$ cat config.mk
export PLATFORM = sky130hd
export DESIGN_NAME = amalp_back
export DESIGN_NICKNAME = d
export VERILOG_FILES = /design/src/rtl/amalp_pkg.sv /design/src/rtl/amalp_back.sv
export SDC_FILE = /design/constraint.sdc
export NUM_CORES = 2
export LEC_CHECK = 0
export BUFFER_PORTS_ARGS = -buffer_cell sky130_fd_sc_hd__buf_4
export CELL_PAD_IN_SITES_DETAIL_PLACEMENT = 1
export CELL_PAD_IN_SITES_GLOBAL_PLACEMENT = 2
export CORE_UTILIZATION = 45
export DETAILED_ROUTE_END_ITERATION = 10
export PLACE_DENSITY_LB_ADDON = 0.1
export SYNTH_ARGS = -nofsm -noshare
export SYNTH_HDL_FRONTEND = slang
export SYNTH_SLANG_ARGS = --single-unit
$ cat constraint.sdc
create_clock -name aclk -period 16.5 [get_ports aclk]
set_input_delay 3.3 -clock aclk [delete_from_list [all_inputs] [get_ports aclk]]
set_output_delay 3.3 -clock aclk [all_outputs]
set_load 0.01 [all_outputs]
$ cat src/rtl/amalp_pkg.sv
package amalp_pkg;

    localparam int NUM_AXES       = 3;
    localparam int SAMPLE_W       = 16;
    localparam int OUT_W          = 24;
    localparam int ALPHA_W        = 17;
    localparam int ALPHA_FRAC     = 16;
    localparam int LEVEL_W        = 34;
    localparam int OUT_SHIFT      = 8;
    localparam int SCALED_W       = 32;
    localparam int FIFO_DEPTH     = 8;
    localparam int FIFO_AW        = $clog2(FIFO_DEPTH);
    localparam int FIFO_CW        = $clog2(FIFO_DEPTH + 1);
    localparam int DEF_WINDOW_LEN = 8;

    localparam logic [ALPHA_W-1:0] ALPHA_ONE   = ALPHA_W'(65536);
    localparam logic [ALPHA_W-1:0] ALPHA_RESET = ALPHA_W'(6554);

    typedef logic signed [SAMPLE_W-1:0] sample_t;
    typedef logic signed [SCALED_W-1:0] scaled_t;
    typedef logic signed [LEVEL_W-1:0]  level_t;

    // Window average times alpha, one per axis: the feed-forward term of the filter.
    typedef struct packed {
        scaled_t [NUM_AXES-1:0] target;
    } queue_entry_t;

endpackage

$ cat src/rtl/amalp_back.sv
module amalp_back
    import amalp_pkg::*;
(
    input  logic                          aclk,
    input  logic                          aresetn,
    input  logic                          in_valid,
    input  queue_entry_t                  in_entry,
    input  logic [ALPHA_W-1:0]            alpha,
    output logic                          in_pop,
    output logic                          m_tvalid,
    input  logic                          m_tready,
    output logic [NUM_AXES*OUT_W-1:0]     m_tdata
);

    localparam int FB_W = LEVEL_W + ALPHA_W + 1;
    localparam logic signed [FB_W-1:0] ROUND_UP = FB_W'((1 << ALPHA_FRAC) - 1);

    level_t                      level_reg [NUM_AXES];
    logic                        valid_reg;
    logic [NUM_AXES*OUT_W-1:0]   data_reg;

    logic signed [FB_W-1:0]      fb_prod   [NUM_AXES];
    logic signed [FB_W-1:0]      fb_term   [NUM_AXES];
    logic signed [FB_W-1:0]      upd       [NUM_AXES];
    level_t                      level_next[NUM_AXES];
    logic [NUM_AXES*OUT_W-1:0]   data_next;

    assign in_pop = in_valid && (!valid_reg || m_tready);

    // level + ((avg<<16 - level) * alpha >>> 16) == level + avg*alpha - ceil(level*alpha / 2^16)
    always_comb begin
        for (int a = 0; a < NUM_AXES; a++) begin
            fb_prod[a]    = level_reg[a] * $signed({1'b0, alpha});
            fb_term[a]    = (fb_prod[a] + ROUND_UP) >>> ALPHA_FRAC;
            upd[a]        = FB_W'(level_reg[a]) + FB_W'(in_entry.target[a]) - fb_term[a];
            level_next[a] = upd[a][LEVEL_W-1:0];
            data_next[a*OUT_W +: OUT_W] = level_next[a][OUT_SHIFT +: OUT_W];
        end
    end

    always_ff @(posedge aclk) begin
        if (!aresetn) begin
            valid_reg <= 1'b0;
            for (int a = 0; a < NUM_AXES; a++) begin
                level_reg[a] <= '0;
            end
        end else if (in_pop) begin
            valid_reg <= 1'b1;
            for (int a = 0; a < NUM_AXES; a++) begin
                level_reg[a] <= level_next[a];
            end
        end else if (m_tready) begin
            valid_reg <= 1'b0;
        end
    end

    always_ff @(posedge aclk) begin
        if (in_pop) begin
            data_reg <= data_next;
        end
    end

    assign m_tvalid = valid_reg;
    assign m_tdata  = data_reg;

endmodule

---- Word-level counts from Yosys, hierarchy flattened ----
Memories as Yosys holds them, arrays and structs flattened.
Cells that the tools add are included.
Widths: inputs -> output; s select.
storage, ports and cells
  bits in registers ....................... 73
  memory bits (writable) .................. 102
  input port bits ......................... 117
  output and inout bits ................... 74
  word-level logic and storage cells ...... 31
  memories kept ........................... 1
cells by class
  add/subtract/negate cells ............... 9
  $mul .................................... 3
  muxes and demuxes ....................... 9
  bitwise operators ....................... 3
  reductions and logical operators ........ 4
memories
  name       words  bits a word  rd ports  clocked after memory_dff  write ports  line              RTL
  level_reg  3      34           3         0                         3            amalp_back.sv:18  level_t level_reg [NUM_AXES];
operators by type and width
  cell                    count
  $add 50x17->50 const B  3
  $mul 34x18->50          3
  $add 34x32->34          3
  $mux 34                 3
  $sub 34x34->34          3
  $mux 1                  6
  $or 1x1->1              3
  $reduce_bool 2->1       1
  $logic_and 1x1->1       1
  $logic_not 1->1         1
  $logic_or 1x1->1        1

---- Longest topological paths before layout ----
  depth after elaboration ................. 7
  gate-level depth with buffers ........... 41
  mapped depth without buffers ............ 38

---- Worst setup path before layout ----
OpenSTA, ideal clock, no wires.
  kind .................................... input -> register
  start point ............................. in alpha[4]
  end point ............................... mem level_reg[0][100] (netlist bit) (data pin)
  setup time .............................. 147 ps
  data arrival time ....................... 12034 ps
  required time ........................... 16353 ps
  slack ................................... 4319 ps
  stages on the path ...................... 34
  buffers on the path ..................... 2
  cells stage by stage .................... clkbuf_1 clkbuf_1 nand2_1 fa_1 fa_1 fa_1 inv_1 fa_1 fa_1 fa_1 ha_1 a211o_1 or4_4 o2111ai_2 nor3b_4 nor2b_1 o21a_1 nor2_1 nor2b_1 nor2_1 xor2_1 fa_1 ha_1 nand3_1 nor2_1 nand2_1 a2111oi_0 o21a_1 o21ai_1 o31ai_1 o21ai_1 a211o_1 or3_1 a21oi_1
RTL lines
  item         line              RTL
  from (decl)  amalp_back.sv:8   input logic [ALPHA_W-1:0] alpha,
  to (decl)    amalp_back.sv:18

==> run_results.csv <==
group,metric,value,unit
detailed_routing,vias,50290,
hold_path,hold_path_class,"flip-flop to flip-flop",
clock_tree,cts_buffers,17,
floorplanning,fp-row-count,146,
sta,drv_slew,0,
critical_path,worstPathRequired,16820,ps
sta,rsz0062_at_grt,"no",
synthesis,ys_types,69,
global_route,antenna_found_initial,5,
critical_path,rrSetupSlack,5350,ps
synthesis,synth_edf_count,174,
hold_path,hp-start,"m_tvalid",
final_layout,drive_gt1_share,4.364,%
critical_path,worstPathArrival,14380,ps
sta,setup_viol,0,
sta,tns,0,ps
clock_tree,cts_tree,"done",
synthesis,ys.flop_type,"edfxtp_1",
critical_path,cp_max_fo,58,
placed_design,hpwl,161.8,mm
clock_tree,clk_path_buf_depth,2,
critical_path,r2r_end,"level_reg[0][100]",
clock_tree,h-tree-depth,4,
detailed_routing,via_per_inst,5.196,
sta,fmax,71.11,MHz
synthesis,ys_ff_latch,175,
floorplanning,coreArea,158400,um2
synthesis,synthCells,7603,
status,outcome,"finished, final reports clean",
clock_tree,cts.sinks,175,
final_layout,mostFrequentLayoutCells,"inv_1 (1,892), fa_1 (1,749), and2_1 (1,097), nand2_1 (814), ha_1 (513)",
placed_design,io_buffers,190,
hold_path,hold_depth,2,
synthesis,yosys.area_share.simple,16.08,%
critical_path,path_buf_inv,6,
clock_tree,cts_root_buffer,"clkbuf_16",
synthesis,muxShareOfSynthArea,0,%
critical_path,cp_common_cell,"fa_1",
detailed_routing,drt_iter0_drc,2073,
detailed_routing,firstDrtPassIters,5,
synthesis,synth_compound_area_share,4.739,%
clock_tree,cts.repair_timing.setup_buffer_count,0,
synthesis,avgSynthCellArea,9.445,um2
global_route,grt_overflow_total,0,
final_layout,nets,9973,
placed_design,gp_congestion,0.8544,
clock_tree,post_cts_resized,0,
final_layout,area_delta_synth_final,5.854,%
synthesis,synth_top_family_by_area,"adder cells",
critical_path,rr_worst_depth,34,
final_layout,final_common_cell,"inv_1",
final_layout,largest_register_ffs,102,
sta,period_needed,14060,ps
synthesis,ys_warn_count,0,
placed_design,place_area,75380,um2
synthesis,syn_nets,9982,
run,cap_violations,0,
detailed_routing,routed_wl,208.2,mm
critical_path,cpMaxStageDelayCell,"a2111oi_0",
sta,tightestPinTransition,1210,ps
floorplanning,die_y,401.5,um
synthesis,synth-xor-area-share,2.690,%
floorplanning,die_area,161200,um2
critical_path,r2r_start,"level_reg[0][79]",
critical_path,setup.worst_path.start_class,"primary input",
global_route,track_usage,27.37,%
floorplanning,initial_core_util,45.34,%
detailed_routing,route.detailed.drc,0,
detailed_routing,wl_per_cell,21.51,um
clock_tree,path_clk_slew,90,ps
detailed_routing,ant_nets,0,
final_layout,final_area,76020,um2
critical_path,cp-end-kind,"flip-flop",
critical_path,critPathTopFamily,"adder cells",
clock_tree,hold_buffers,0,
synthesis,async_flop_share,0,%
clock_tree,clkLatencyLatePin,580,ps
sta,hold_viol,0,
critical_path,max_stage_delay,1020,ps
sta,slew_headroom,17.26,%
synthesis,synth_area,71810,um2
floorplanning,ios,191,
hold_path,hold_path_end,"m_tvalid",
sta,fin_crit_sh,85.22,%
global_route,grt_pass1_vias,59090,
critical_path,path_class,"primary input to flip-flop",
synthesis,yosysSeqAreaShare,7.304,%
global_route,grt_max_degree,78,
floorplanning,die_x,401.5,um
sta,clock_skew,28.24,ps
synthesis,synthAdderAreaFrac,57.69,%
global_route,grt_pass1_wl,338.6,mm
## through the flow
| stage | util (%) | instances | worst slack (ps) | hold slack [ps] |
|---|---|---|---|---|
| floorplan | - | 7603 | 4319 | 531.4 |
| global placement | 47.60 | 9647 | 2059 | 530.4 |
| detailed placement | 47.60 | 9647 | 1906 | 559.9 |
| CTS | 48.00 | 9679 | 2550 | 574.0 |
| global route | 48.00 | 9679 | 1884 | 589.8 |
| finish | 48.00 | 9680 | 2438 | 565.0 |
## routing by layer
metal  part of all wire [%]  routed length (um)  track usage, %  vias to the layer above
li1                       -                   -               -                    22210
met1                     44               92250           36.76                    27150
met2                     51              106100           48.20                      761
met3                    2.9                6139           2.382                      169
met4                    1.8                3651           5.545                        0
met5                      0                   0               0                        -
## worst max path at each step
stage	from	end	slack, ps	cells after the start
detailed placement	alpha[3]	level_reg[0][33]	1910	35
global route	alpha[3]	level_reg[0][33]	1880	35
floorplan	alpha[4]	level_reg[0][100]	4320	34
global placement	alpha[3]	level_reg[0][33]	2060	35
CTS	alpha[3]	level_reg[0][33]	2550	35
finish	alpha[3]	level_reg[0][33]	2440	35
## cells by family (layout without fill, tap and decap cells)
group | count (synthesis) | in the layout
AO/OA/AOI/OAI | 528 | 528
XOR/XNOR | 219 | 219
adder cells (fa/ha/maj) | 2262 | 2262
buffers and inverters | 2198 | 2202
flip-flops | 175 | 175
other | 0 | 1
AND/OR/NAND/NOR | 2221 | 2221
## synthesized netlist by cell type (28+ instances only)
cell type	count	share of area [%]
fa_1	1749	49
nand2_1	815	4.3
and2_1	1098	9.6
xnor2_1	139	1.7
a21o_1	84	0.88
o21ai_1	31	0.22
a21oi_1	171	1.2
nor2_1	109	0.57
nor3_1	35	0.24
o21a_1	38	0.40
nand3_1	31	0.22
xor2_1	79	0.96
nor2b_1	28	0.24
o21ai_0	56	0.39
ha_1	513	8.9
inv_1	1892	9.9
clkbuf_1	304	1.6
edfxtp_1	174	7.3
## worst min-delay path, stage by stage, from the launching register on
cell and delay (ps):
dfxtp_1 320, nand2b_1 110, a21boi_0 90
## area by class of cell
class | instances | area (um2)
clock inverter | 14 | 203.9
sequential | 175 | 5245
timing repair buffer | 278 | 2100
multi-input combinational | 5230 | 58340
clock buffer | 18 | 429.2
inverter | 1892 | 7102
antenna | 1 | 2.502
fill | 18060 | 82360
tap | 2072 | 2592
Power is left out: the tool's default activity adds up to more than one toggle a clock period on the data nets, which glitch-free logic cannot reach.
