**config.mk**
```make
export PLATFORM = sky130hd
export DESIGN_NAME = amalp_queue
export DESIGN_NICKNAME = d
export VERILOG_FILES = /design/src/rtl/amalp_pkg.sv /design/src/rtl/amalp_queue.sv
export SDC_FILE = /design/constraint.sdc
export NUM_CORES = 1
export LEC_CHECK = 0
export ABC_CLOCK_PERIOD_IN_PS = 8300
export BUFFER_PORTS_ARGS = -buffer_cell sky130_fd_sc_hd__buf_2
export CELL_PAD_IN_SITES_DETAIL_PLACEMENT = 0
export CELL_PAD_IN_SITES_GLOBAL_PLACEMENT = 1
export CORE_ASPECT_RATIO = 1.1
export CORE_UTILIZATION = 34
export CTS_BUF_LIST = sky130_fd_sc_hd__clkbuf_16
export CTS_CLUSTER_SIZE = 25
export DETAILED_ROUTE_END_ITERATION = 8
export PLACE_DENSITY = 0.52
export SETUP_SLACK_MARGIN = 0.3
export SYNTH_ARGS = -nofsm -noshare
export SYNTH_HDL_FRONTEND = slang
export SYNTH_SLANG_ARGS = --single-unit
```
**constraint.sdc**
```tcl
create_clock -name aclk -period 8.3 [get_ports aclk]
set_input_delay 0.415 -clock aclk [delete_from_list [all_inputs] [get_ports aclk]]
set_output_delay 0.415 -clock aclk [all_outputs]
set_load 0.02 [all_outputs]
```
**src/rtl/amalp_pkg.sv**
```systemverilog
package amalp_pkg;

    localparam int NUM_AXES       = 3;
    localparam int SAMPLE_W       = 16;
    localparam int OUT_W          = 24;
    localparam int ALPHA_W        = 17;
    localparam int ALPHA_FRAC     = 16;
    localparam int LEVEL_W        = 34;
    localparam int OUT_SHIFT      = 8;
    localparam int SCALED_W       = 32;
    localparam int FIFO_DEPTH     = 8;
    localparam int FIFO_AW        = $clog2(FIFO_DEPTH);
    localparam int FIFO_CW        = $clog2(FIFO_DEPTH + 1);
    localparam int DEF_WINDOW_LEN = 8;

    localparam logic [ALPHA_W-1:0] ALPHA_ONE   = ALPHA_W'(65536);
    localparam logic [ALPHA_W-1:0] ALPHA_RESET = ALPHA_W'(6554);

    typedef logic signed [SAMPLE_W-1:0] sample_t;
    typedef logic signed [SCALED_W-1:0] scaled_t;
    typedef logic signed [LEVEL_W-1:0]  level_t;

    // Window average times alpha, one per axis: the feed-forward term of the filter.
    typedef struct packed {
        scaled_t [NUM_AXES-1:0] target;
    } queue_entry_t;

endpackage

```
**src/rtl/amalp_queue.sv**
```systemverilog
module amalp_queue
    import amalp_pkg::*;
(
    input  logic                 aclk,
    input  logic                 aresetn,
    input  logic                 push,
    input  queue_entry_t         push_entry,
    input  logic                 pop,
    output queue_entry_t         head_entry,
    output logic                 not_empty,
    output logic [FIFO_CW-1:0]   count
);

    queue_entry_t              mem_reg [FIFO_DEPTH];
    logic [FIFO_AW-1:0]        wr_ptr_reg, rd_ptr_reg;
    logic [FIFO_CW-1:0]        count_reg;

    always_ff @(posedge aclk) begin
        if (push) begin
            mem_reg[wr_ptr_reg] <= push_entry;
        end
    end

    always_ff @(posedge aclk) begin
        if (!aresetn) begin
            wr_ptr_reg <= '0;
            rd_ptr_reg <= '0;
            count_reg  <= '0;
        end else begin
            if (push) begin
                wr_ptr_reg <= wr_ptr_reg + FIFO_AW'(1);
            end
            if (pop) begin
                rd_ptr_reg <= rd_ptr_reg + FIFO_AW'(1);
            end
            count_reg <= count_reg + FIFO_CW'(push) - FIFO_CW'(pop);
        end
    end

    assign head_entry = mem_reg[rd_ptr_reg];
    assign not_empty  = (count_reg != '0);
    assign count      = count_reg;

endmodule

```
# Word-level counts from Yosys, hierarchy flattened
# Memory sizes are Yosys's and may differ from the RTL's. A register that Yosys moved wholly into a read port is not among the register bits.
# Index checks and enable logic that the tools add are counted.
classes:
  n_mul: 0
  mux: 4
  n_reduce_logical: 1
  addsub: 4
  div_mod_pow: 0
  n_bitwise: 0
  n_eq_ne: 0
  order_cmp: 0
  shifts: 0
ops:
  columns: ["cell", "n"]
  rows:
  - ["$add A3 B1 Y3 const B", 2]
  - ["$mux W3", 2]
  - ["$add A4 B1 Y4", 1]
  - ["$reduce_bool A4 Y1", 1]
  - ["$sub A4 B1 Y4", 1]
  - ["$mux W1", 2]
word_totals:
  elab_cells: 13
  in_bits: 100
  ramBits: 768
  output_inout_bits: 101
  latchBits: 0
  n_memories: 1
  romBits: 0
  register_bits: 10
mem_list:
  columns: ["memory", "depth", "width", "rd", "rd_clocked_by_memory_dff", "write_ports", "line_no", "rtl"]
  rows:
  - ["mem_reg", 8, 96, 1, 1, 1, "amalp_queue.sv:14", "queue_entry_t mem_reg [FIFO_DEPTH];"]

# Longest topological paths before layout
logic_depth:
  word_depth: 3
  ltp_mapped: 8
  mapped_depth_nobuf: 8

# Worst setup path before layout
# No wires, ideal clock.
synth_timing:
  path_kind: "input to register"
  from: "input push"
  to: "memory mem_reg[0][0] (netlist name), enable pin"
  setup_time_ns: 0.668
  slack_ns: 0.627
  n_path_buf: 0
  path_stages: 2
  t_arrival_ns: 7.004
  required_ns: 7.632
  path_cell_list: "nand2b_1 > nor3_1"
synth_between:
  elab_chain_cells: 2
synth_lines:
  columns: ["item", "line_no", "rtl"]
  rows:
  - ["start, declared", "amalp_queue.sv:6", "input logic push,"]
  - ["$mux W1", "amalp_queue.sv:19", "if (push) begin"]
  - ["$mux W1 (implied by the code)", "amalp_queue.sv:20", "mem_reg[wr_ptr_reg] <= push_entry;"]
  - ["end, declared", "amalp_queue.sv:14", null]
# Every way passes these cells.

==> flow_metrics.py <==
metrics = {
    "clocking": {
        "clock_tree_from_tritoncts": "built",
        "cts_root_buf": "clkbuf_16",
        "clock_path_buffers": 3,
        "cts.sink_count": 781,
        "tritoncts.num_buffers": 84,
        "insertion_delay_ps": 630,
        "clk_pin_slew_worst_paths_ps": 60,
        "ctsHtreeMaxLevel": 3,
    },
    "layout": {
        "layout.core_utilization_pct": 40.5,
        "fin_nets": 1542,
        "final_layout_size_suffix_gt1_share_pct": 42.1,
        "syn_to_final_growth_pct": 17.3,
        "largest_register_ff_count": 768,
    },
    "detailed_routing": {
        "drt_first_iter_violations": 794,
        "drt-wirelength-per-cell_um": 23.9,
        "avgViaCountPerCell": 4.85,
        "dr.pass1.iters": 6,
        "wl_um": 63300,
        "detail-route-antenna-nets": 0,
        "drc": 0,
        "route.vias.total": 12800,
    },
    "sta": {
        "setup_viol": 0,
        "setup_tns_final_ps": 0,
        "tightest_slew_margin_relative_to_the_limit_pct": 19.1,
        "report.final.slew_viol_count": 0,
        "clock_skew_ps": 21.5,
        "finalCriticalPeriod_ps": 3780,
        "number_of_hold_violations_in_the_final_report": 0,
        "clock.fmax_mhz": 265,
        "rsz0062_at_grt": "false",
        "period_share_pct": 45.5,
        "transition_time_at_the_pin_with_the_least_slew_margin_ps": 1210,
    },
    "logic_synthesis": {
        "post_synth.cell_area_avg_um2": 25.0,
        "area_share_of_the_largest_cell_type_after_synthesis_pct": 78.3,
        "synth_sequential_area_ratio_pct": 79.2,
        "synth.area.top_cells": "edfxtp_1, mux4_2, mux2_2",
        "post-synth-top-area-cell": "edfxtp_1",
        "yosys_register_bits": 781,
        "postSynthNetCount": 1285,
        "netlist_instances": 1177,
        "synth_area_um2": 29500,
        "ys_types": 23,
        "synthesis.yosys.warnings": 0,
    },
    "power": {
        "p_per_area_nw_per_um2": 257,
        "clock_power_share_pct": 41.0,
        "cellInternalPower_w": 0.00691,
        "leakage_nw": 10.9,
        "largest_vdd_supply_drop_v": 0.000171,
        "p_comb_share_pct": 8.5,
        "power.sequential.fraction_pct": 50.5,
        "net-switching-power_w": 0.00197,
        "switching_share_pct": 22.1,
    },
    "run": {
        "max_cap_viol_count": 0,
    },
    "worst_setup_path": {
        "cp-end-kind": "output port",
        "path_delay_family": "flip-flops",
        "worst_ep_required_time_ps": 7890,
        "setup.worst_path.class": "flop to output port",
        "crit_path_start_kind": "flop",
        "path_max_fanout": 73,
        "worst_ep_arrival_time_ps": 3360,
        "cp.buffers_inverters": 2,
        "critPathMaxStageDelay_ps": 930,
        "path_cells": "buf_12, mux4_2, mux2_2, buf_2",
        "slowest_cell_on_crit_path": "dfxtp_4",
    },
    "place": {
        "dp.final_hpwl_um": 32600,
        "io_buffer_count": 200,
        "gp_congestion": 0.684,
    },
    "grt": {
        "grt_pass1_wl_um": 94200,
        "gr-usage-met3_pct": 3.29,
        "initial_antenna_violation_count": 11,
        "globalRouteTotalUtil_pct": 14.8,
        "grt_pass1_vias": 14200,
        "grt_max_degree": 82,
        "grt.busiest_layer": "met2",
        "globalRoute.totalOverflow": 0,
        "gr-usage-met2_pct": 23.5,
        "grtUsageMet1_pct": 20.2,
    },
    "min_path": {
        "timing.hold.worst.class": "input pin to flop",
    },
    "floorplan": {
        "core-area_um2": 85300,
        "dieWidth_um": 283,
        "die_area_um2": 87800,
        "floorplan.initialDensity_pct": 34.5,
        "chipHeight_um": 311,
        "std_cell_rows": 112,
        "i_o_pin_count": 201,
    },
    "outcome": {
        "outcome": "complete, no violations",
    },
}
==> cell usage after synthesis (all sizes together) <==
| library cell | instances |
|---|---|
| a21o | 1 |
| a21oi | 1 |
| and2 | 7 |
| buf | 41 |
| clkbuf | 14 |
| dfxtp | 13 |
| edfxtp | 768 |
| fa | 1 |
| ha | 7 |
| inv | 7 |
| mux2 | 96 |
| mux2i | 3 |
| mux4 | 192 |
| nand2 | 5 |
| nand2b | 4 |
| nand3 | 1 |
| nor2 | 6 |
| nor2b | 3 |
| nor3 | 2 |
| xnor2 | 3 |
| xor2 | 2 |
==> repair_timing <==
item	in CTS	in global routing
gates resized for setup	0	0
hold buffers	3	0
setup buffers	0	0
hold endpoints to repair	16	0
==> layout make-up <==
cell class | count | area, um2
clock inverters | 66 | 519
repair buffers | 226 | 1240
clock buffers | 87 | 2180
multi-input cells | 334 | 5800
flip-flops and latches | 781 | 23300
diodes | 6 | 15.0
inverters | 7 | 26.3
fillers | 7486 | 50800
well taps | 1140 | 1430
==> cells by family (layout without fill, tap and decap cells) <==
group                    Yosys count  in the layout  share of synthesized area, %
buffers and inverters             62            386                          1.32
AND/OR/NAND/NOR                   28             28                         0.489
multiplexers                     291            291                          18.5
AO/OA/AOI/OAI                      2              2                        0.0425
XOR/XNOR                           5              5                         0.149
adder cells (fa/ha/maj)            8              8                         0.365
other                              0              6                             0
flip-flops                       781            781                          79.2
==> final timing paths <==
| check | startpoint | endpoint | slack [ps] | cells after the start |
|---|---|---|---|---|
| setup / recovery | flop | head_entry[13] | 4520 | 4 |
| hold / removal | push_entry[19] | mem_reg[5][19]$_DFFE_PP_ | 50 | 1 |
| setup reg to reg | wr_ptr_reg[2]$_SDFFE_PN0P_ | mem_reg[0][42]$_DFFE_PP_ | 5440 | 3 |
| hold reg to reg | rd_ptr_reg[2]$_SDFFE_PN0P_ | flop | 580 | 2 |
==> through the flow <==
| step | instances | setup WS [ps] | cell area, um2 | power, W | hold WS [ps] |
|---|---|---|---|---|---|
| 3_5_place_dp | 2485 | 5040 | 31800 | 0.00535 | 571 |
| 4_1_cts | 2641 | 4340 | 34500 | 0.00902 | 0.826 |
| 3_3_place_gp | 2485 | 5040 | 31800 | 0.00534 | 533 |
| 2_1_floorplan | 1177 | 627 | 29500 | 0.00508 | 512 |
| 5_1_grt | 2641 | 4250 | 34500 | 0.00922 | 27.5 |
| 6_report | 2647 | 4520 | 34500 | 0.00888 | 50.5 |
==> per-layer routing <==
layer  vias up  wire [um]
met3        80       3220
met2       254      30600
met4        10       1220
li1       5573          -
met1      6908      28200
met5         -         63
==> power groups by stage <==
stage | Sequential, W | Clock [W] | Combinational [W]
2_1_floorplan | 0.00457 | 0 | 0.000507
3_3_place_gp | 0.00457 | 0 | 0.000770
3_5_place_dp | 0.00457 | 0 | 0.000774
4_1_cts | 0.00449 | 0.00376 | 0.000779
5_1_grt | 0.00450 | 0.00390 | 0.000818
6_report | 0.00449 | 0.00364 | 0.000751
==> cell usage in the layout, fill, tap and decap left out, types with 7 or more instances in the layout <==
cell       count
and2_1         7
buf_2        200
buf_4         20
bufinv_16      8
clkbuf_16     87
clkinv_1      25
dfxtp_1       10
edfxtp_1     768
ha_1           7
inv_1         25
mux2_2        96
mux4_2       192
(Power assumes the default switching activity.)
