<file path="config.mk">
export PLATFORM = sky130hd
export DESIGN_NAME = amalp_front
export DESIGN_NICKNAME = d
export VERILOG_FILES = /design/src/rtl/amalp_pkg.sv /design/src/rtl/amalp_front.sv
export SDC_FILE = /design/constraint.sdc
export NUM_CORES = 2
export LEC_CHECK = 0
export BUFFER_PORTS_ARGS = -buffer_cell sky130_fd_sc_hd__buf_2
export CORE_ASPECT_RATIO = 0.7
export CORE_MARGIN = 2
export CORE_UTILIZATION = 35
export CTS_CLUSTER_SIZE = 14
export DETAILED_ROUTE_END_ITERATION = 12
export GPL_TIMING_DRIVEN = 0
export PLACE_DENSITY = 0.58
export SYNTH_ARGS = -nofsm -noshare
export SYNTH_HDL_FRONTEND = slang
export SYNTH_SLANG_ARGS = --single-unit
</file>
<file path="constraint.sdc">
create_clock -name aclk -period 37.2 [get_ports aclk]
set_clock_uncertainty 0.05 [all_clocks]
set_input_delay 5.58 -clock aclk [delete_from_list [all_inputs] [get_ports aclk]]
set_output_delay 5.58 -clock aclk [all_outputs]
set_load 0.05 [all_outputs]
</file>
<file path="src/rtl/amalp_pkg.sv">
package amalp_pkg;

    localparam int NUM_AXES       = 3;
    localparam int SAMPLE_W       = 16;
    localparam int OUT_W          = 24;
    localparam int ALPHA_W        = 17;
    localparam int ALPHA_FRAC     = 16;
    localparam int LEVEL_W        = 34;
    localparam int OUT_SHIFT      = 8;
    localparam int SCALED_W       = 32;
    localparam int FIFO_DEPTH     = 8;
    localparam int FIFO_AW        = $clog2(FIFO_DEPTH);
    localparam int FIFO_CW        = $clog2(FIFO_DEPTH + 1);
    localparam int DEF_WINDOW_LEN = 8;

    localparam logic [ALPHA_W-1:0] ALPHA_ONE   = ALPHA_W'(65536);
    localparam logic [ALPHA_W-1:0] ALPHA_RESET = ALPHA_W'(6554);

    typedef logic signed [SAMPLE_W-1:0] sample_t;
    typedef logic signed [SCALED_W-1:0] scaled_t;
    typedef logic signed [LEVEL_W-1:0]  level_t;

    // Window average times alpha, one per axis: the feed-forward term of the filter.
    typedef struct packed {
        scaled_t [NUM_AXES-1:0] target;
    } queue_entry_t;

endpackage

</file>
<file path="src/rtl/amalp_front.sv">
module amalp_front
    import amalp_pkg::*;
#(
    parameter int WINDOW_LEN = DEF_WINDOW_LEN
) (
    input  logic                          aclk,
    input  logic                          aresetn,
    input  logic                          in_valid,
    input  sample_t [NUM_AXES-1:0]        in_sample,
    input  logic [ALPHA_W-1:0]            alpha,
    output logic                          out_valid,
    output queue_entry_t                  out_entry,
    output logic [1:0]                    inflight
);

    localparam int SUM_W       = SAMPLE_W + $clog2(WINDOW_LEN);
    localparam int RECIP_SHIFT = SUM_W + $clog2(WINDOW_LEN);
    localparam int RECIP_W     = RECIP_SHIFT + 1;
    localparam int PROD_W      = SUM_W + RECIP_W;
    localparam int QUOT_W      = SAMPLE_W + 1;
    localparam int MULT_W      = SAMPLE_W + ALPHA_W + 1;
    // Rounded-up reciprocal; exact for every window sum magnitude.
    localparam logic [RECIP_W-1:0] RECIP = RECIP_W'(((64'd1 << RECIP_SHIFT)
                                           + 64'(WINDOW_LEN) - 64'd1) / 64'(WINDOW_LEN));

    sample_t                   win_reg   [NUM_AXES][WINDOW_LEN];
    logic signed [SUM_W-1:0]   sum_reg   [NUM_AXES];
    logic [PROD_W-1:0]         quot_reg  [NUM_AXES];
    logic                      neg_reg   [NUM_AXES];
    scaled_t                   target_reg[NUM_AXES];
    logic                      v1_reg, v2_reg, v3_reg;

    logic [SUM_W-1:0]          mag       [NUM_AXES];
    logic signed [MULT_W-1:0]  avg_prod  [NUM_AXES];
    logic [QUOT_W-1:0]         quot      [NUM_AXES];
    logic [QUOT_W-1:0]         avg_bits  [NUM_AXES];

    // Window shift line and running sum: add the new sample, drop the oldest.
    always_ff @(posedge aclk) begin
        if (!aresetn) begin
            v1_reg <= 1'b0;
            v2_reg <= 1'b0;
            v3_reg <= 1'b0;
            for (int a = 0; a < NUM_AXES; a++) begin
                sum_reg[a] <= '0;
                for (int i = 0; i < WINDOW_LEN; i++) begin
                    win_reg[a][i] <= '0;
                end
            end
        end else begin
            v1_reg <= in_valid;
            v2_reg <= v1_reg;
            v3_reg <= v2_reg;
            if (in_valid) begin
                for (int a = 0; a < NUM_AXES; a++) begin
                    for (int i = WINDOW_LEN - 1; i > 0; i--) begin
                        win_reg[a][i] <= win_reg[a][i-1];
                    end
                    win_reg[a][0] <= in_sample[a];
                    sum_reg[a] <= sum_reg[a] + SUM_W'(in_sample[a])
                                  - SUM_W'(win_reg[a][WINDOW_LEN-1]);
                end
            end
        end
    end

    always_comb begin
        for (int a = 0; a < NUM_AXES; a++) begin
            mag[a]      = sum_reg[a][SUM_W-1] ? (-sum_reg[a]) : sum_reg[a];
            quot[a]     = quot_reg[a][RECIP_SHIFT +: QUOT_W];
            avg_bits[a] = neg_reg[a] ? (-quot[a]) : quot[a];
            avg_prod[a] = $signed(avg_bits[a][SAMPLE_W-1:0]) * $signed({1'b0, alpha});
        end
    end

    // Divide by the window length through the reciprocal, then scale by alpha.
    always_ff @(posedge aclk) begin
        for (int a = 0; a < NUM_AXES; a++) begin
            quot_reg[a]   <= PROD_W'(mag[a]) * PROD_W'(RECIP);
            neg_reg[a]    <= sum_reg[a][SUM_W-1];
            target_reg[a] <= avg_prod[a][SCALED_W-1:0];
        end
    end

    always_comb begin
        for (int a = 0; a < NUM_AXES; a++) begin
            out_entry.target[a] = target_reg[a];
        end
    end

    assign out_valid = v3_reg;
    assign inflight  = {1'b0, v1_reg} + {1'b0, v2_reg} + {1'b0, v3_reg};

endmodule

</file>
# [Word-level counts from Yosys, hierarchy flattened]
# Memory sizes are Yosys's and may differ from the RTL's.
# Index checks and enable logic that the tools add are counted.
[classes] n_addsub=14 mul=3 div_mod_pow=0 magnitude_cmp=0 n_eq_ne=0 n_shift=0 muxes=37 n_bitwise=27 reduce_logical=0
[op_table] cell="$mux W16" count=27
[op_table] cell="$mux W19" count=6
[op_table] cell="$mul A16 B18 Y32" count=3
[op_table] cell="$add A19 B16 Y19" count=3
[op_table] cell="$neg A19 Y19" count=3
[op_table] cell="$sub A19 B16 Y19" count=3
[op_table] cell="$neg A16 Y16" count=3
[op_table] cell="$or A1 B1 Y1" count=27
[op_table] cell="$mux W1" count=4
[op_table] cell="$add A1 B1 Y2" count=1
[op_table] cell="$add A2 B1 Y2" count=1
[word_totals] regBits=3 latchBits=0 mem_bits_rw=597 mem_bits_ro=0 inputBits=68 output_inout_bits=99 wordCells=89 memories=5
[mem_list] memory="win_reg" words=3 width=128 rd=3 rd_ports_with_merged_regs=0 write_ports=3 line_no="amalp_front.sv:26" rtl="sample_t win_reg [NUM_AXES][WINDOW_LEN];"
[mem_list] memory="target_reg" words=3 width=32 rd=3 rd_ports_with_merged_regs=0 write_ports=3 line_no="amalp_front.sv:30" rtl="scaled_t target_reg[NUM_AXES];"
[mem_list] memory="quot_reg" words=3 width=19 rd=3 rd_ports_with_merged_regs=0 write_ports=3 line_no="amalp_front.sv:28" rtl="logic [PROD_W-1:0] quot_reg [NUM_AXES];"
[mem_list] memory="sum_reg" words=3 width=19 rd=3 rd_ports_with_merged_regs=0 write_ports=3 line_no="amalp_front.sv:27" rtl="logic signed [SUM_W-1:0] sum_reg [NUM_AXES];"
[mem_list] memory="neg_reg" words=3 width=1 rd=3 rd_ports_with_merged_regs=0 write_ports=3 line_no="amalp_front.sv:29" rtl="logic neg_reg [NUM_AXES];"

# [Depth between registers and ports, before layout]
[logic_depth] depth_word=4 ltp_mapped=31 mapped_depth_nobuf=29

# [Worst setup path after synthesis]
# No wires, ideal clock.
[synth_timing] path_kind="input port to flip-flop" from="input in_valid" to="memory sum_reg[0][0] (netlist bit), enable pin" setup_ns=0.886 arrival_ns=16.641 t_required_ns=36.264 slack_ns=19.623 stages=3 n_path_buf=2 path_cell_list="clkbuf_1 > clkbuf_1 > nand2b_1"
[synth_lines] item="start, declared" line_no="amalp_front.sv:8" rtl="input logic in_valid,"
[synth_lines] item="end, declared" line_no="amalp_front.sv:27"

==> qor.csv <==
metric,value,unit
status,finished with violations,
violated checks,capacitance limit,
Worst Max-Slew Pin Slew,1.48,ns
fin crit share,0.356,
largest fanout on the critical path,11,
fraction of synthesized area in multiplexers,0.000768,
Mapped Avg Cell Area,10.2,sq um
setup_tns,0,ns
Vias,35218,
remaining antenna violation count,0,
vias in the first global route,35656,
critical path's slowest cell,clkbuf_1,
pre-CTS setup slack,23.58,ns
die area,152000,sq um
CTS root buf,clkbuf_16,
final WL,137000,microns
initial antenna violation count,19,
Initial Util,0.353,
Final GP Congestion,0.947,
Critical Path RT,37.62,ns
DR DRC count,0,
synth-to-layout area growth,10.9,%
max FFs per register,384,
yosys warns,0,
"Hold Vio Cnt, Final",0,
CTS Buffer Depth,3,
Synthesized Nets,6248,
Cell Rows,118,
"Setup Fix Bufs, Post-CTS",0,
most frequent cells in the layout,"1015 x inv_1, 679 x fa_1, 500 x nand2_1",
post-synthesis simple-gate area fraction,0.156,
post-route insts no fill,7364,
"commonest non-fill, non-tap cell in the layout",inv_1,
main combinational cell family by area after synthesis,adder cells,
minimum clock period,13.22,ns
total grt overflow,0,
Synth Area in Compound Gates,0.0478,
Cells after Synth,5099,
Synth Area in Adders,0.357,
Core Box Area,148000,sq um
post-route setup slack,23.98,ns
Final Setup Violations,0,
CP startpoint kind,input pin,
Crit path max-delay family,adder cells,
Die H,327,microns
CP most frequent cell,fa_1,
Clock Latency Late Sink,0.65,ns
Final #Nets,6473,
CTS resizes,0,
TritonCTS clock tree,done,
first-pass GRT wire length,212000,microns
drt pass-1 iters,5,
maximum capacitance violations,1,
"Buf+Inv Stages, Crit Path",5,
CTS sink cnt,591,
CP arrival,13.65,ns
"Core Util, Final",0.391,
Vias/cell,4.78,
Rel. slew slack,0.00526,
PortBufs,150,
CP Cell Sequence,clkbuf_1 -> clkbuf_1 -> nand2_1 -> fa_1 -> fa_1 -> fa_1 -> inv_1 -> fa_1 -> fa_1 -> inv_1 -> fa_1 -> inv_1 -> ha_1 -> nand3_1 -> nor3_1 -> o31ai_1 -> a211oi_1 -> o21ai_0 -> a21oi_1 -> o21a_1 -> nor2_1 -> xnor2_1,
ys flop type,edfxtp_1,
"CTS clk-pin slew, worst paths",0.06,ns
"Slew Viols, Final",0,
Placed Cells,7235,
Yosys cell types,63,
crit-path max cell delay,0.88,ns
post-synthesis register bit count,591,
die extent in x,465,microns
H-tree Lvls,3,
RSZ-0062 raised after global routing,false,
post-cts hold buffer count,0,
Inserted Clock Buffers,67,
number of synthesized flops with an enable pin,441,
HP Class,reg2reg,
critical path class,in2reg,
GR Util All Layers,0.184,
ratio of cells with drive above 1 in the final layout,0.0579,
largest net degree at the start of global routing,76,
register area share after synthesis,0.312,
post-DP HPWL,110000,microns
Post-Synthesis Cell Area,52100,sq um
crit end category,register,
Post-synth ARST share,0,
maximum clock rate,75.6,MHz
Avg WL per Cell,18.6,microns
DR iter-0 viols,2717,
Synth Area in XOR/XNOR,0.0360,
# IOs,167,
[cell usage after synthesis (all sizes together), types with 5 or more instances]
cell	n	share of area
a2111oi	5	0.00084
a211oi	21	0.0030
a21boi	5	0.00072
a21o	41	0.0059
a21oi	92	0.0088
a31oi	19	0.0023
and2	361	0.043
and3	353	0.042
clkbuf	229	0.016
dfxtp	150	0.058
edfxtp	441	0.25
fa	679	0.26
ha	402	0.097
inv	1017	0.073
nand2	500	0.036
nand2b	19	0.0023
nand3	21	0.0020
nand4	11	0.0013
nor2	172	0.012
nor2b	12	0.0014
nor3	30	0.0029
nor3b	7	0.0010
o2111ai	5	0.00084
o211ai	6	0.00086
o21a	25	0.0036
o21ai	97	0.0093
o21bai	20	0.0029
o31ai	23	0.0033
o41ai	7	0.0012
or2	35	0.0042
or3	23	0.0031
or4	11	0.0017
xnor2	170	0.029
xor2	44	0.0074
[worst register-to-register path, delay by kind of cell, from the launching register on]
| family | cells | cell delay, ns |
|---|---|---|
| fa+ha+maj | 8 | 3.59 |
| compound gates | 8 | 2.25 |
| buf+inv | 9 | 2.21 |
| xor+xnor | 1 | 1.14 |
| simple gates | 3 | 0.38 |
| flops | 1 | 0.33 |
| mux | 1 | 0.21 |
[kinds of logic after synthesis]
| logic type | Yosys count |
|---|---|
| and+or+nand+nor | 1568 |
| muxes | 4 |
| AOI/OAI and AO/OA | 390 |
| DFF | 591 |
| buffers and inverters | 1251 |
| xor gates and xnor gates | 214 |
| adders and majority gates | 1081 |
[final cells by class]
class	count	area [sq um]
clock inverters	31	348
diodes	11	27.5
well taps	1980	2480
multi-input cells	3257	31200
fillers	14515	90000
clock buffers	87	1810
repair buffers	156	916
inverters	1018	3820
flip-flops and latches	591	16200
plain buffers	233	875
[stage by stage]
stage | hold WS, ns | cell area [sq um]
2_1_floorplan | 0.296 | 52100
5_1_grt | 0.327 | 57700
3_3_place_gp | 0.301 | 55300
6_report | 0.318 | 57800
3_5_place_dp | 0.308 | 55500
4_1_cts | 0.322 | 57700
[metal layers]
layer  vias to the layer above  wire [microns]  track usage
met5                         -             260      0.00649
met4                         8            4340       0.0589
met3                       177           12200       0.0494
met2                      1121           59100        0.277
met1                     17381           61300        0.257
li1                      16531               -            -
[worst paths after layout]
kind / start / end / slack [ns] / cells after the start
min: sum_reg[0][37] / neg_reg[0][1] / 0.32 / 0
min reg2reg: sum_reg[0][37] / neg_reg[0][1] / 0.32 / 0
max: alpha[9] / target_reg[0][30] / 23.98 / 22
max reg2reg: quot_reg[0][22] / target_reg[0][61] / 26.83 / 30
Power is left out: the tool's default activity adds up to more than one toggle a clock period on the data nets, which glitch-free logic cannot reach.
